===== src/sv/bmsb_pkg.sv =====
`default_nettype none

package bmsb_pkg;

  localparam int CFG_BITS = 16;
  localparam int MODE_BITS = 2;

  localparam logic [1:0] REG_HOLD_TIME = 2'd0;
  localparam logic [1:0] REG_MODE_BEEP = 2'd1;
  localparam logic [1:0] REG_RESET_BEEP = 2'd2;
  localparam logic [1:0] REG_START_MODE = 2'd3;

  localparam logic [CFG_BITS-1:0] HOLD_TIME_RESET = 16'd3000;
  localparam logic [CFG_BITS-1:0] MODE_BEEP_RESET = 16'd200;
  localparam logic [CFG_BITS-1:0] RESET_BEEP_RESET = 16'd1000;

  localparam logic [MODE_BITS-1:0] MODE_ECO = 2'd0;
  localparam logic [MODE_BITS-1:0] MODE_HYBRID = 2'd1;
  localparam logic [MODE_BITS-1:0] MODE_REMOTE = 2'd2;
  localparam logic [MODE_BITS-1:0] MODE_INVALID = 2'd3;

  typedef struct packed {
    logic button_pressed;
    logic wakeup_event;
  } tick_word_t;

  typedef struct packed {
    logic                 buzzer_on;
    logic [MODE_BITS-1:0] current_mode;
    logic                 commit_mode;
    logic                 factory_reset;
  } result_word_t;

  typedef struct packed {
    logic change_set;
    logic reset_set;
  } press_req_t;

  typedef struct packed {
    logic en;
    logic level;
  } buzz_wr_t;

  typedef struct packed {
    buzz_wr_t             buzz;
    logic                 commit;
    logic [MODE_BITS-1:0] mode;
  } mseq_out_t;

  typedef struct packed {
    buzz_wr_t buzz;
    logic     freset;
  } rseq_out_t;

  function automatic logic [MODE_BITS-1:0] next_mode(input logic [MODE_BITS-1:0] m);
    logic [MODE_BITS-1:0] r;
    case (m)
      MODE_ECO:    r = MODE_HYBRID;
      MODE_HYBRID: r = MODE_REMOTE;
      default:     r = MODE_ECO;
    endcase
    return r;
  endfunction

endpackage

`default_nettype wire


===== src/sv/bmsb_press.sv =====
`default_nettype none

module bmsb_press
  import bmsb_pkg::*;
#(
  parameter int TIMER_BITS = 16
) (
  input  wire logic                clk,
  input  wire logic                rst,
  input  wire logic                accept,
  input  wire logic                button,
  input  wire logic                wakeup,
  input  wire logic [CFG_BITS-1:0] hold_time,
  output press_req_t               req
);

  localparam logic [2:0] PRESS_IDLE = 3'd0;
  localparam logic [2:0] PRESS_HOLD = 3'd1;
  localparam logic [2:0] PRESS_LONG = 3'd2;
  localparam logic [2:0] PRESS_SHORT = 3'd3;
  localparam logic [2:0] PRESS_RELEASED = 3'd4;

  localparam int CMP_BITS = (TIMER_BITS > CFG_BITS) ? TIMER_BITS : CFG_BITS;
  localparam logic [CMP_BITS-1:0] LIM = CMP_BITS'((64'd1 << TIMER_BITS) - 64'd2);

  logic [2:0]            phase, phase_next;
  logic [TIMER_BITS-1:0] timer, timer_next, timer_inc;
  logic                  wake_pending, wake_pending_next, wake_eff;
  logic [CMP_BITS-1:0]   dur_c;
  logic                  expired;

  always_comb begin
    timer_inc = (timer == '1) ? timer : timer + 1'b1;
    dur_c = (CMP_BITS'(hold_time) > LIM) ? LIM : CMP_BITS'(hold_time);
    expired = CMP_BITS'(timer_inc) > dur_c;
  end

  always_comb begin
    wake_eff = wake_pending | wakeup;
    phase_next = phase;
    timer_next = timer;
    wake_pending_next = wake_eff;
    req = '0;
    case (phase)
      PRESS_IDLE: begin
        if (button || wake_eff) begin
          wake_pending_next = 1'b0;
          timer_next = '0;
          phase_next = PRESS_HOLD;
        end
      end
      PRESS_HOLD: begin
        timer_next = timer_inc;
        if (expired) phase_next = PRESS_LONG;
        if (!button) phase_next = PRESS_SHORT;
      end
      PRESS_LONG: begin
        req.reset_set = 1'b1;
        phase_next = PRESS_RELEASED;
      end
      PRESS_SHORT: begin
        req.change_set = 1'b1;
        phase_next = PRESS_RELEASED;
      end
      default: begin
        if (!button) phase_next = PRESS_IDLE;
      end
    endcase
  end

  always_ff @(posedge clk) begin
    if (rst) begin
      phase <= PRESS_IDLE;
      timer <= '0;
      wake_pending <= 1'b0;
    end else if (accept) begin
      phase <= phase_next;
      timer <= timer_next;
      wake_pending <= wake_pending_next;
    end
  end

endmodule

`default_nettype wire


===== src/sv/bmsb_mode_seq.sv =====
`default_nettype none

module bmsb_mode_seq
  import bmsb_pkg::*;
#(
  parameter int TIMER_BITS = 16
) (
  input  wire logic                 clk,
  input  wire logic                 rst,
  input  wire logic                 accept,
  input  wire logic                 change_set,
  input  wire logic [CFG_BITS-1:0]  beep_time,
  input  wire logic                 load,
  input  wire logic [MODE_BITS-1:0] load_mode,
  output mseq_out_t                 res
);

  localparam logic [2:0] MSEQ_IDLE = 3'd0;
  localparam logic [2:0] MSEQ_ON_START = 3'd1;
  localparam logic [2:0] MSEQ_ON_WAIT = 3'd2;
  localparam logic [2:0] MSEQ_OFF_START = 3'd3;
  localparam logic [2:0] MSEQ_OFF_WAIT = 3'd4;
  localparam logic [2:0] MSEQ_ADVANCE = 3'd5;

  localparam int CMP_BITS = (TIMER_BITS > CFG_BITS) ? TIMER_BITS : CFG_BITS;
  localparam logic [CMP_BITS-1:0] LIM = CMP_BITS'((64'd1 << TIMER_BITS) - 64'd2);

  logic [2:0]            phase, phase_next;
  logic [TIMER_BITS-1:0] timer, timer_next, timer_inc;
  logic [1:0]            beeps_left, beeps_left_next;
  logic                  change_request, change_request_next, change_eff;
  logic [MODE_BITS-1:0]  mode_value, mode_value_next;
  logic [CMP_BITS-1:0]   dur_c;
  logic                  expired;

  always_comb begin
    timer_inc = (timer == '1) ? timer : timer + 1'b1;
    dur_c = (CMP_BITS'(beep_time) > LIM) ? LIM : CMP_BITS'(beep_time);
    expired = CMP_BITS'(timer_inc) > dur_c;
  end

  always_comb begin
    change_eff = change_request | change_set;
    phase_next = phase;
    timer_next = timer;
    beeps_left_next = beeps_left;
    change_request_next = change_eff;
    mode_value_next = mode_value;
    res.buzz = '0;
    res.commit = 1'b0;
    case (phase)
      MSEQ_IDLE: begin
        if (change_eff) begin
          beeps_left_next = next_mode(mode_value) + 2'd1;
          phase_next = MSEQ_ON_START;
        end
      end
      MSEQ_ON_START: begin
        res.buzz = '{en: 1'b1, level: 1'b1};
        if (beeps_left != 2'd0) beeps_left_next = beeps_left - 2'd1;
        timer_next = '0;
        phase_next = MSEQ_ON_WAIT;
      end
      MSEQ_ON_WAIT: begin
        timer_next = timer_inc;
        if (expired) phase_next = MSEQ_OFF_START;
      end
      MSEQ_OFF_START: begin
        res.buzz = '{en: 1'b1, level: 1'b0};
        timer_next = '0;
        phase_next = MSEQ_OFF_WAIT;
      end
      MSEQ_OFF_WAIT: begin
        timer_next = timer_inc;
        if (expired) phase_next = MSEQ_ON_START;
        if (beeps_left == 2'd0) phase_next = MSEQ_ADVANCE;
      end
      default: begin
        mode_value_next = next_mode(mode_value);
        change_request_next = 1'b0;
        res.commit = 1'b1;
        phase_next = MSEQ_IDLE;
      end
    endcase
    res.mode = mode_value_next;
  end

  always_ff @(posedge clk) begin
    if (rst) begin
      phase <= MSEQ_IDLE;
      timer <= '0;
      beeps_left <= 2'd0;
      change_request <= 1'b0;
      mode_value <= MODE_ECO;
    end else if (load) begin
      mode_value <= load_mode;
    end else if (accept) begin
      phase <= phase_next;
      timer <= timer_next;
      beeps_left <= beeps_left_next;
      change_request <= change_request_next;
      mode_value <= mode_value_next;
    end
  end

endmodule

`default_nettype wire


===== src/sv/bmsb_reset_seq.sv =====
`default_nettype none

module bmsb_reset_seq
  import bmsb_pkg::*;
#(
  parameter int TIMER_BITS = 16
) (
  input  wire logic                clk,
  input  wire logic                rst,
  input  wire logic                accept,
  input  wire logic                reset_set,
  input  wire logic [CFG_BITS-1:0] beep_time,
  output rseq_out_t                res
);

  localparam logic [2:0] RSEQ_IDLE = 3'd0;
  localparam logic [2:0] RSEQ_ON_START = 3'd1;
  localparam logic [2:0] RSEQ_ON_WAIT = 3'd2;
  localparam logic [2:0] RSEQ_OFF = 3'd3;
  localparam logic [2:0] RSEQ_PULSE = 3'd4;

  localparam int CMP_BITS = (TIMER_BITS > CFG_BITS) ? TIMER_BITS : CFG_BITS;
  localparam logic [CMP_BITS-1:0] LIM = CMP_BITS'((64'd1 << TIMER_BITS) - 64'd2);

  logic [2:0]            phase, phase_next;
  logic [TIMER_BITS-1:0] timer, timer_next, timer_inc;
  logic                  reset_request, reset_request_next, request_eff;
  logic [CMP_BITS-1:0]   dur_c;
  logic                  expired;

  always_comb begin
    timer_inc = (timer == '1) ? timer : timer + 1'b1;
    dur_c = (CMP_BITS'(beep_time) > LIM) ? LIM : CMP_BITS'(beep_time);
    expired = CMP_BITS'(timer_inc) > dur_c;
  end

  always_comb begin
    request_eff = reset_request | reset_set;
    phase_next = phase;
    timer_next = timer;
    reset_request_next = request_eff;
    res = '0;
    case (phase)
      RSEQ_IDLE: begin
        if (request_eff) phase_next = RSEQ_ON_START;
      end
      RSEQ_ON_START: begin
        res.buzz = '{en: 1'b1, level: 1'b1};
        timer_next = '0;
        phase_next = RSEQ_ON_WAIT;
      end
      RSEQ_ON_WAIT: begin
        timer_next = timer_inc;
        if (expired) phase_next = RSEQ_OFF;
      end
      RSEQ_OFF: begin
        res.buzz = '{en: 1'b1, level: 1'b0};
        timer_next = '0;
        phase_next = RSEQ_PULSE;
      end
      default: begin
        reset_request_next = 1'b0;
        res.freset = 1'b1;
        phase_next = RSEQ_IDLE;
      end
    endcase
  end

  always_ff @(posedge clk) begin
    if (rst) begin
      phase <= RSEQ_IDLE;
      timer <= '0;
      reset_request <= 1'b0;
    end else if (accept) begin
      phase <= phase_next;
      timer <= timer_next;
      reset_request <= reset_request_next;
    end
  end

endmodule

`default_nettype wire


===== src/sv/button_mode_select_with_beeps_unit.sv =====
// A tick word's result is registered: into the output register, or into the skid entry when the output is held.
// Throughput: one tick word per cycle; a two-entry output buffer keeps ticks flowing
// while one result waits, and tick_stall rises only when both entries are full.
// Reset (rst, synchronous): all three machines idle, timers and requests clear,
// buzzer off, mode and configuration registers back to their default values.
`default_nettype none

module button_mode_select_with_beeps_unit
  import bmsb_pkg::*;
#(
  parameter int TIMER_BITS = 16
) (
  input  wire logic         clk,
  input  wire logic         rst,
  input  wire logic         tick_valid,
  output logic              tick_stall,
  input  wire tick_word_t   tick,
  output logic              result_valid,
  input  wire logic         result_stall,
  output result_word_t      result,
  input  wire logic         psel,
  input  wire logic         penable,
  input  wire logic         pwrite,
  input  wire logic [3:0]   paddr,
  input  wire logic [31:0]  pwdata,
  output logic [31:0]       prdata,
  output logic              pready
);

  logic [CFG_BITS-1:0]  hold_time_ms, mode_beep_ms, reset_beep_ms;
  logic [MODE_BITS-1:0] start_mode, start_mode_wr;
  logic                 cfg_wr, mode_load;
  logic                 acc, out_take;
  press_req_t           req;
  mseq_out_t            mres;
  rseq_out_t            rres;
  logic                 buzzer_level, buzzer_next;
  result_word_t         word_next, skid;
  logic                 skid_valid;

  assign pready = 1'b1;
  assign cfg_wr = psel & penable & pwrite;
  assign start_mode_wr = (pwdata[1:0] == MODE_INVALID) ? MODE_REMOTE : pwdata[1:0];
  assign mode_load = cfg_wr && (paddr[3:2] == REG_START_MODE);

  always_ff @(posedge clk) begin
    if (rst) begin
      hold_time_ms <= HOLD_TIME_RESET;
      mode_beep_ms <= MODE_BEEP_RESET;
      reset_beep_ms <= RESET_BEEP_RESET;
      start_mode <= MODE_ECO;
    end else if (cfg_wr) begin
      case (paddr[3:2])
        REG_HOLD_TIME:  hold_time_ms <= pwdata[CFG_BITS-1:0];
        REG_MODE_BEEP:  mode_beep_ms <= pwdata[CFG_BITS-1:0];
        REG_RESET_BEEP: reset_beep_ms <= pwdata[CFG_BITS-1:0];
        default:        start_mode <= start_mode_wr;
      endcase
    end
  end

  always_comb begin
    case (paddr[3:2])
      REG_HOLD_TIME:  prdata = {16'd0, hold_time_ms};
      REG_MODE_BEEP:  prdata = {16'd0, mode_beep_ms};
      REG_RESET_BEEP: prdata = {16'd0, reset_beep_ms};
      default:        prdata = {30'd0, start_mode};
    endcase
  end

  assign tick_stall = skid_valid;
  assign acc = tick_valid & ~tick_stall;
  assign out_take = result_valid & ~result_stall;

  bmsb_press #(.TIMER_BITS(TIMER_BITS)) u_press (
    .clk       (clk),
    .rst       (rst),
    .accept    (acc),
    .button    (tick.button_pressed),
    .wakeup    (tick.wakeup_event),
    .hold_time (hold_time_ms),
    .req       (req)
  );

  bmsb_mode_seq #(.TIMER_BITS(TIMER_BITS)) u_mode_seq (
    .clk        (clk),
    .rst        (rst),
    .accept     (acc),
    .change_set (req.change_set),
    .beep_time  (mode_beep_ms),
    .load       (mode_load),
    .load_mode  (start_mode_wr),
    .res        (mres)
  );

  bmsb_reset_seq #(.TIMER_BITS(TIMER_BITS)) u_reset_seq (
    .clk       (clk),
    .rst       (rst),
    .accept    (acc),
    .reset_set (req.reset_set),
    .beep_time (reset_beep_ms),
    .res       (rres)
  );

  always_comb begin
    buzzer_next = buzzer_level;
    if (mres.buzz.en) buzzer_next = mres.buzz.level;
    if (rres.buzz.en) buzzer_next = rres.buzz.level;
    word_next.buzzer_on = buzzer_next;
    word_next.current_mode = mres.mode;
    word_next.commit_mode = mres.commit;
    word_next.factory_reset = rres.freset;
  end

  always_ff @(posedge clk) begin
    if (rst) begin
      buzzer_level <= 1'b0;
    end else if (acc) begin
      buzzer_level <= buzzer_next;
    end
  end

  always_ff @(posedge clk) begin
    if (rst) begin
      result_valid <= 1'b0;
      skid_valid <= 1'b0;
    end else if (out_take || !result_valid) begin
      if (skid_valid) begin
        result <= skid;
        result_valid <= 1'b1;
        skid_valid <= 1'b0;
      end else if (acc) begin
        result <= word_next;
        result_valid <= 1'b1;
      end else begin
        result_valid <= 1'b0;
      end
    end else if (acc) begin
      skid <= word_next;
      skid_valid <= 1'b1;
    end
  end

`ifndef NO_ASSERTIONS
  a_skid_behind_main: assert property (@(posedge clk) disable iff (rst)
    skid_valid |-> result_valid)
    else $error("skid entry held without a main result");

  a_accept_shows: assert property (@(posedge clk) disable iff (rst)
    (acc && !skid_valid && (!result_valid || !result_stall)) |=> result_valid)
    else $error("accepted word not offered");

  a_mode_range: assert property (@(posedge clk) disable iff (rst)
    result_valid |-> (result.current_mode != MODE_INVALID))
    else $error("mode out of range");
`endif

endmodule

`default_nettype wire


===== config.mk =====
export PLATFORM = sky130hd
export DESIGN_NAME = button_mode_select_with_beeps_unit
export DESIGN_NICKNAME = d
export VERILOG_FILES = /design/src/sv/bmsb_pkg.sv /design/src/sv/bmsb_press.sv /design/src/sv/bmsb_mode_seq.sv /design/src/sv/bmsb_reset_seq.sv /design/src/sv/button_mode_select_with_beeps_unit.sv
export SDC_FILE = /design/constraint.sdc
export NUM_CORES = 1
export LEC_CHECK = 0
export BUFFER_PORTS_ARGS = -buffer_cell sky130_fd_sc_hd__buf_2
export CORE_UTILIZATION = 40
export DETAILED_ROUTE_END_ITERATION = 8
export GPL_ROUTABILITY_DRIVEN = 0
export PLACE_DENSITY = 0.67
export SLEW_MARGIN = 10
export SYNTH_ARGS = -nofsm -noshare
export SYNTH_HDL_FRONTEND = slang
export SYNTH_SLANG_ARGS = --single-unit

===== constraint.sdc =====
create_clock -name clk -period 3.6 [get_ports clk]
set_input_delay 0.72 -clock clk [delete_from_list [all_inputs] [get_ports clk]]
set_output_delay 0.72 -clock clk [all_outputs]
set_load 0.02 [all_outputs]

# Word-level counts from Yosys, hierarchy flattened
# Cells that the tools add are included.
# totals
regBits	127
inputBits	45
# classes
eq_ne	27
magnitude_cmp	6
n_mux	50
n_bitwise	13
reduce_logical	39
add_sub_neg	5
# ops
operator	n
2-to-1 mux 16 bit	7
one-hot mux 16 bit (2 select lines)	3
adder 16 x 1 -> 16 bit, second input constant	3
equality test 16 bit, second input constant	3
> comparator 16 bit	3
> comparator 16 bit, second input constant	3
one-hot mux 16 bit (3 select lines)	1
2-to-1 mux 3 bit	10
equality test 3 x 2 -> 1 bit, second input constant	6
2-to-1 mux 2 bit	8
one-hot mux 2 bit (2 select lines)	4
one-hot mux 3 bit (5 select lines)	1
AND reduction 3 bit	5
nonzero test 2 bit	7
2-to-1 mux 1 bit	12
inequality test 2 x 1 -> 1 bit, second input constant	6
one-hot mux 3 bit (4 select lines)	1
AND reduction 2 bit	6
2-to-1 mux 5 bit	2
AND reduction 5 bit	2
OR reduction 2 bit	5
equality test 3 x 1 -> 1 bit, second input constant	3
zero test 3 bit	3
one-hot mux 3 bit (3 select lines)	1
other kinds (19)	35

# Longest topological paths before layout
# depth
word_depth	8
ltp_mapped	15
depth_no_buf	14

# Modules after synthesis
# Synthesis repeated with hierarchy kept, for this count alone.
# unflattened
hier_cells	1045
hier_area_um2	8699.6
# modules_own_cells
mod	area_each_um2	n_inst	cells_each
button_mode_select_with_beeps_unit	3036.7	1	299
bmsb_mode_seq	2108.3	1	277
bmsb_press	1788.0	1	228
bmsb_reset_seq	1766.7	1	241

# Least setup slack after synthesis
# No wires, ideal clock.
# synth_path
path_kind	register -> register
startpoint	register u_press.timer[0]
endpoint	register u_press.phase[1]
arrival_time_ns	3.291
path_slack_ns	0.193
synth_period_minus_slack_ns	3.407
path_buffers	1
stages_incl_launch_ff	14
cell_sequence	dfxtp_1 ha_1 nand3_1 nor4_2 nand2_1 clkbuf_1 mux2_2 ha_1 nor2b_1 o211ai_1 a21boi_0 o41ai_1 a2111oi_0 a41o_1
# synth_between
elab_chain_len	5
# synth_lines
element	line_no	source
start: declaration	bmsb_press.sv:27	logic [TIMER_BITS-1:0] timer, timer_next, timer_inc;
start signal: assignment	bmsb_press.sv:78	timer <= timer_next;
adder 16 x 1 -> 16 bit / equality test 16 bit (equally long branches)	bmsb_press.sv:33	timer_inc = (timer == '1) ? timer : timer + 1'b1;
2-to-1 mux 16 bit (*)	bmsb_press.sv:33	
> comparator 16 bit (*)	bmsb_press.sv:35	expired = CMP_BITS'(timer_inc) > dur_c;
inequality test 3 x 2 -> 1 bit (no line) (*)	-	
AND reduction 4 bit (no line) (*)	-	
end signal: assignment	bmsb_press.sv:77	phase <= phase_next;
end: declaration	bmsb_press.sv:26	logic [2:0] phase, phase_next;
# Every way passes the cells marked *; elsewhere a longest branch is shown, timed or not.
# A chain may end at the register's enable or synchronous reset.

# Worst setup path after layout
# layout_path
startpoint	register u_mode_seq.timer[1]
endpoint	register u_mode_seq.phase[1]
# layout_between
elab_chain_len	5
# layout_lines
element	line_no	source
start: declaration	bmsb_mode_seq.sv:29	logic [TIMER_BITS-1:0] timer, timer_next, timer_inc;
start signal: assignment	bmsb_mode_seq.sv:99	timer <= timer_next;
adder 16 x 1 -> 16 bit / equality test 16 bit (equally long branches)	bmsb_mode_seq.sv:37	timer_inc = (timer == '1) ? timer : timer + 1'b1;
2-to-1 mux 16 bit (*)	bmsb_mode_seq.sv:37	
> comparator 16 bit (*)	bmsb_mode_seq.sv:39	expired = CMP_BITS'(timer_inc) > dur_c;
inequality test 3 x 1 -> 1 bit (no line) / inequality test 2 x 1 -> 1 bit (equally long branches)	-	
AND reduction 5 bit (no line) (*)	-	
end signal: assignment	bmsb_mode_seq.sv:98	phase <= phase_next;
end: declaration	bmsb_mode_seq.sv:28	logic [2:0] phase, phase_next;
# Marked as above.

==> flow_summary_export.csv <==
group,metric,value,unit
sta,maxSlewHeadroom,30.0,%
setup_path,end_kind,"register",
global_route,grt_start_max_net_pins,31,
sta,hold_slack,0.454,ns
synthesis,synth_top_area_share,29.6,%
setup_path,critPathRequiredTime,3.93,ns
sta,fmax,295,MHz
power,finalPower,3.51,mW
placed_design,portBuffers,49,
synthesis,syn-instance-count,1006,
final_layout,areaGrowthSynthToFinish,14.5,%
floorplan,die_w,143,um
setup_path,crit_end,"u_mode_seq.phase[1]",
global_route,grt_pass1_vias,6742,
clock_network,root_buffer,"clkbuf_16",
sta,finClkSkew,0.00684,ns
setup_path,worstSetupPathType,"reg2reg",
drt,routed_via_density,5.54,
synthesis,ys_top_cells_by_area,"dfxtp_1 30%, ha_1 8.2%, nand2_1 7.7%",
setup_path,r2r_cells,13,
global_route,grt_pass1_wl,34600,um
placed_design,dp.final_hpwl,15700,um
synthesis,avgSynthCellArea,7.86,um2
drt,drtIter0Drc,548,
global_route,grt_overflow,0,
setup_path,worstSetupStartpointType,"register",
synthesis,synth_seq_cells,127,
setup_path,worstReg2RegEnd,"u_mode_seq.phase[1]",
final_layout,nets,1151,
clock_network,clkTransAtPathRegs,0.05,ns
drt,num_vias,7375,
setup_path,path_max_fanout,8,
drt,drt_wl_total,21100,um
final_layout,most-common-layout-cells,"162 x nand2_1, 117 x dfxtp_1, 97 x a21oi_1, 59 x inv_1, 59 x nor2_1",
clock_network,clk_path_buf_depth,2,
floorplan,die_h,143,um
synthesis,yosysSeqAreaShare,33.4,%
drt,drc_errors,0,
floorplan,num_io_pins,85,
sta,fin_crit,3.39,ns
power,power_density,387,mW/mm2
floorplan,start_util,40.8,%
placed_design,placed_area,0.00844,mm2
global_route,grtUsageTotal,21.8,%
synthesis,synth.distinct_cells,73,
power,ir_drop,0.325,mV
synthesis,synth_flop_cell,"dfxtp_1",
min_path,hp-class,"reg2reg",
clock_network,clk_latency,0.42,ns
setup_path,rr_startpoint,"u_mode_seq.timer[1]",
sta,hold_viol,0,
synthesis,synth_area_leader_cell,"dfxtp_1",
floorplan,die-area,0.0203,mm2
setup_path,ff2ff_setup_slack,0.21,ns
final_layout,final_common_cell,"nand2_1",
sta,timing.final.crit_share,94.1,%
run_status,outcome,"completed",
final_layout,final_layout_size_suffix_gt1_share,13.1,%
synthesis,synth_area,0.00791,mm2
placed_design,dp.cells,1300,
setup_path,cp_data_arrival_time,3.72,ns
sta,slew_viol_final,0,
synthesis,ys_async_sr_fraction,0,%
clock_network,cts_inserted_buffers,17,
drt,wl_per_cell,15.8,um
floorplan,coreArea,0.0194,mm2
setup_path,cp-startpoint,"u_mode_seq.timer[1]",
sta,setup_viol,0,
drt,drt_pass1_iterations,5,
flow_run,cap_violations,0,
sta,fin_setup_tns,0,ns
clock_network,h-tree-depth,4,
floorplan,rows,51,
final_layout,fin_cells,1332,
clock_network,tritoncts,"yes",
sta,tightest_slew,1.05,ns
clock_network,cts.sinks,127,
synthesis,synth-edff-count,10,
power,p_leak,3.66,nW
synthesis,yosys_warnings,0,
drt,ant_nets,0,
final_layout,num_antenna_cells,0,
final_layout,final_area,0.00906,mm2
global_route,antenna_found_initial,0,
cell families after synthesis:
logic type | synth area share [%]
adder cells (fa/ha/maj) | 8.23
flip-flops | 33.4
AO/OA/AOI/OAI | 20.9
other | 0.0950
AND/OR/NAND/NOR | 22.7
buffers and inverters | 7.47
multiplexers | 3.88
XOR/XNOR | 3.32
repair_timing:
item,CTS,global route
setup endpoints to repair,0,3
setup buffers,0,0
resized for setup,0,6
hold buffers,0,0
endpoints found under the hold margin,0,0
worst max-delay path, stage by stage (launching register included):
cell and delay, ns:
dfxtp_1 0.40, ha_1 0.21, nand3_1 0.12, or4_4 0.58
or2_0 0.39, or2b_1 0.25, nand2_1 0.05, o21ai_0 0.11
ha_1 0.28, and4_1 0.21, nand3b_1 0.11, a21o_1 0.14
o2111ai_1 0.18, a311oi_1 0.27
registers in the layout, summed over array words and instances, names as in the netlist, 2 cells and up:
signal,count
result,5
skid,5
u_reset_seq.phase,3
mode_beep_ms,16
u_press.phase,3
u_mode_seq.phase,3
u_mode_seq.beeps_left,2
start_mode,2
u_reset_seq.timer,16
u_press.timer,16
u_mode_seq.timer,16
reset_beep_ms,16
u_mode_seq.mode_value,2
hold_time_ms,16
worst min path at each step:
stage | from | endpoint | slack [ns] | depth (start not counted)
CTS | start_mode[1] | start_mode[1] | 0.46 | 2
floorplan | start_mode[0] | start_mode[0] | 0.43 | 2
finish | start_mode[1] | start_mode[1] | 0.45 | 2
global placement | start_mode[1] | start_mode[1] | 0.45 | 2
global route | start_mode[1] | start_mode[1] | 0.48 | 2
detailed placement | start_mode[1] | start_mode[1] | 0.45 | 2
power by group:
part | switching [mW] | internal (mW) | leakage [nW]
clock | 0.646 | 1.10 | 0.291
sequential | 0.0271 | 1.45 | 1.04
combinational | 0.191 | 0.0926 | 2.32
total | 0.864 | 2.64 | 3.66
layer usage:
layer | vias to the layer above | GRT usage, % | routed length, um
met3 | 31 | 4.23 | 1030
met4 | 0 | 7.19 | 416
met5 | - | 0 | 0
met1 | 3497 | 29.6 | 10000
li1 | 3670 | - | -
met2 | 177 | 34.5 | 9620
cell type report:
type | count | area [um2]
multi-input cells | 765 | 4760
well taps | 265 | 332
clock buffers | 21 | 450
flip-flops and latches | 127 | 2640
clock inverters | 11 | 140
repair buffers | 84 | 508
fillers | 1939 | 10300
inverters | 59 | 221
through the flow:
step | utilization [%] | setup slack (ns)
floorplan | - | 0.193
finish | 46.7 | 0.211
CTS | 46.6 | 0.0204
global route | 46.7 | -0.00487
detailed placement | 43.5 | 0.0496
global placement | 43.5 | 0.139
synth_stat cells, types with 3 or more instances:
cell type,number
buf_1,4
mux2i_1,16
nand4_1,26
and2_1,5
o21ai_0,50
a22o_1,11
edfxtp_1,10
a211oi_1,7
o21a_1,6
nand3_1,32
or3_1,4
o31ai_1,10
nand2b_1,6
nand3b_1,7
buf_2,6
o41a_1,3
a31oi_1,19
ha_1,52
inv_1,59
mux2_2,9
or4_1,3
nor2b_1,9
o211ai_1,23
a41oi_1,4
clkbuf_1,37
a311oi_1,3
xnor2_1,22
a21o_1,14
xor2_1,8
buf_4,17
nor3_1,19
a21oi_1,97
buf_6,3
nor4_1,6
nand2_1,162
dfxtp_1,117
and3_1,14
and4_1,5
nor2_1,59
Power figures use the tool's default switching activity.
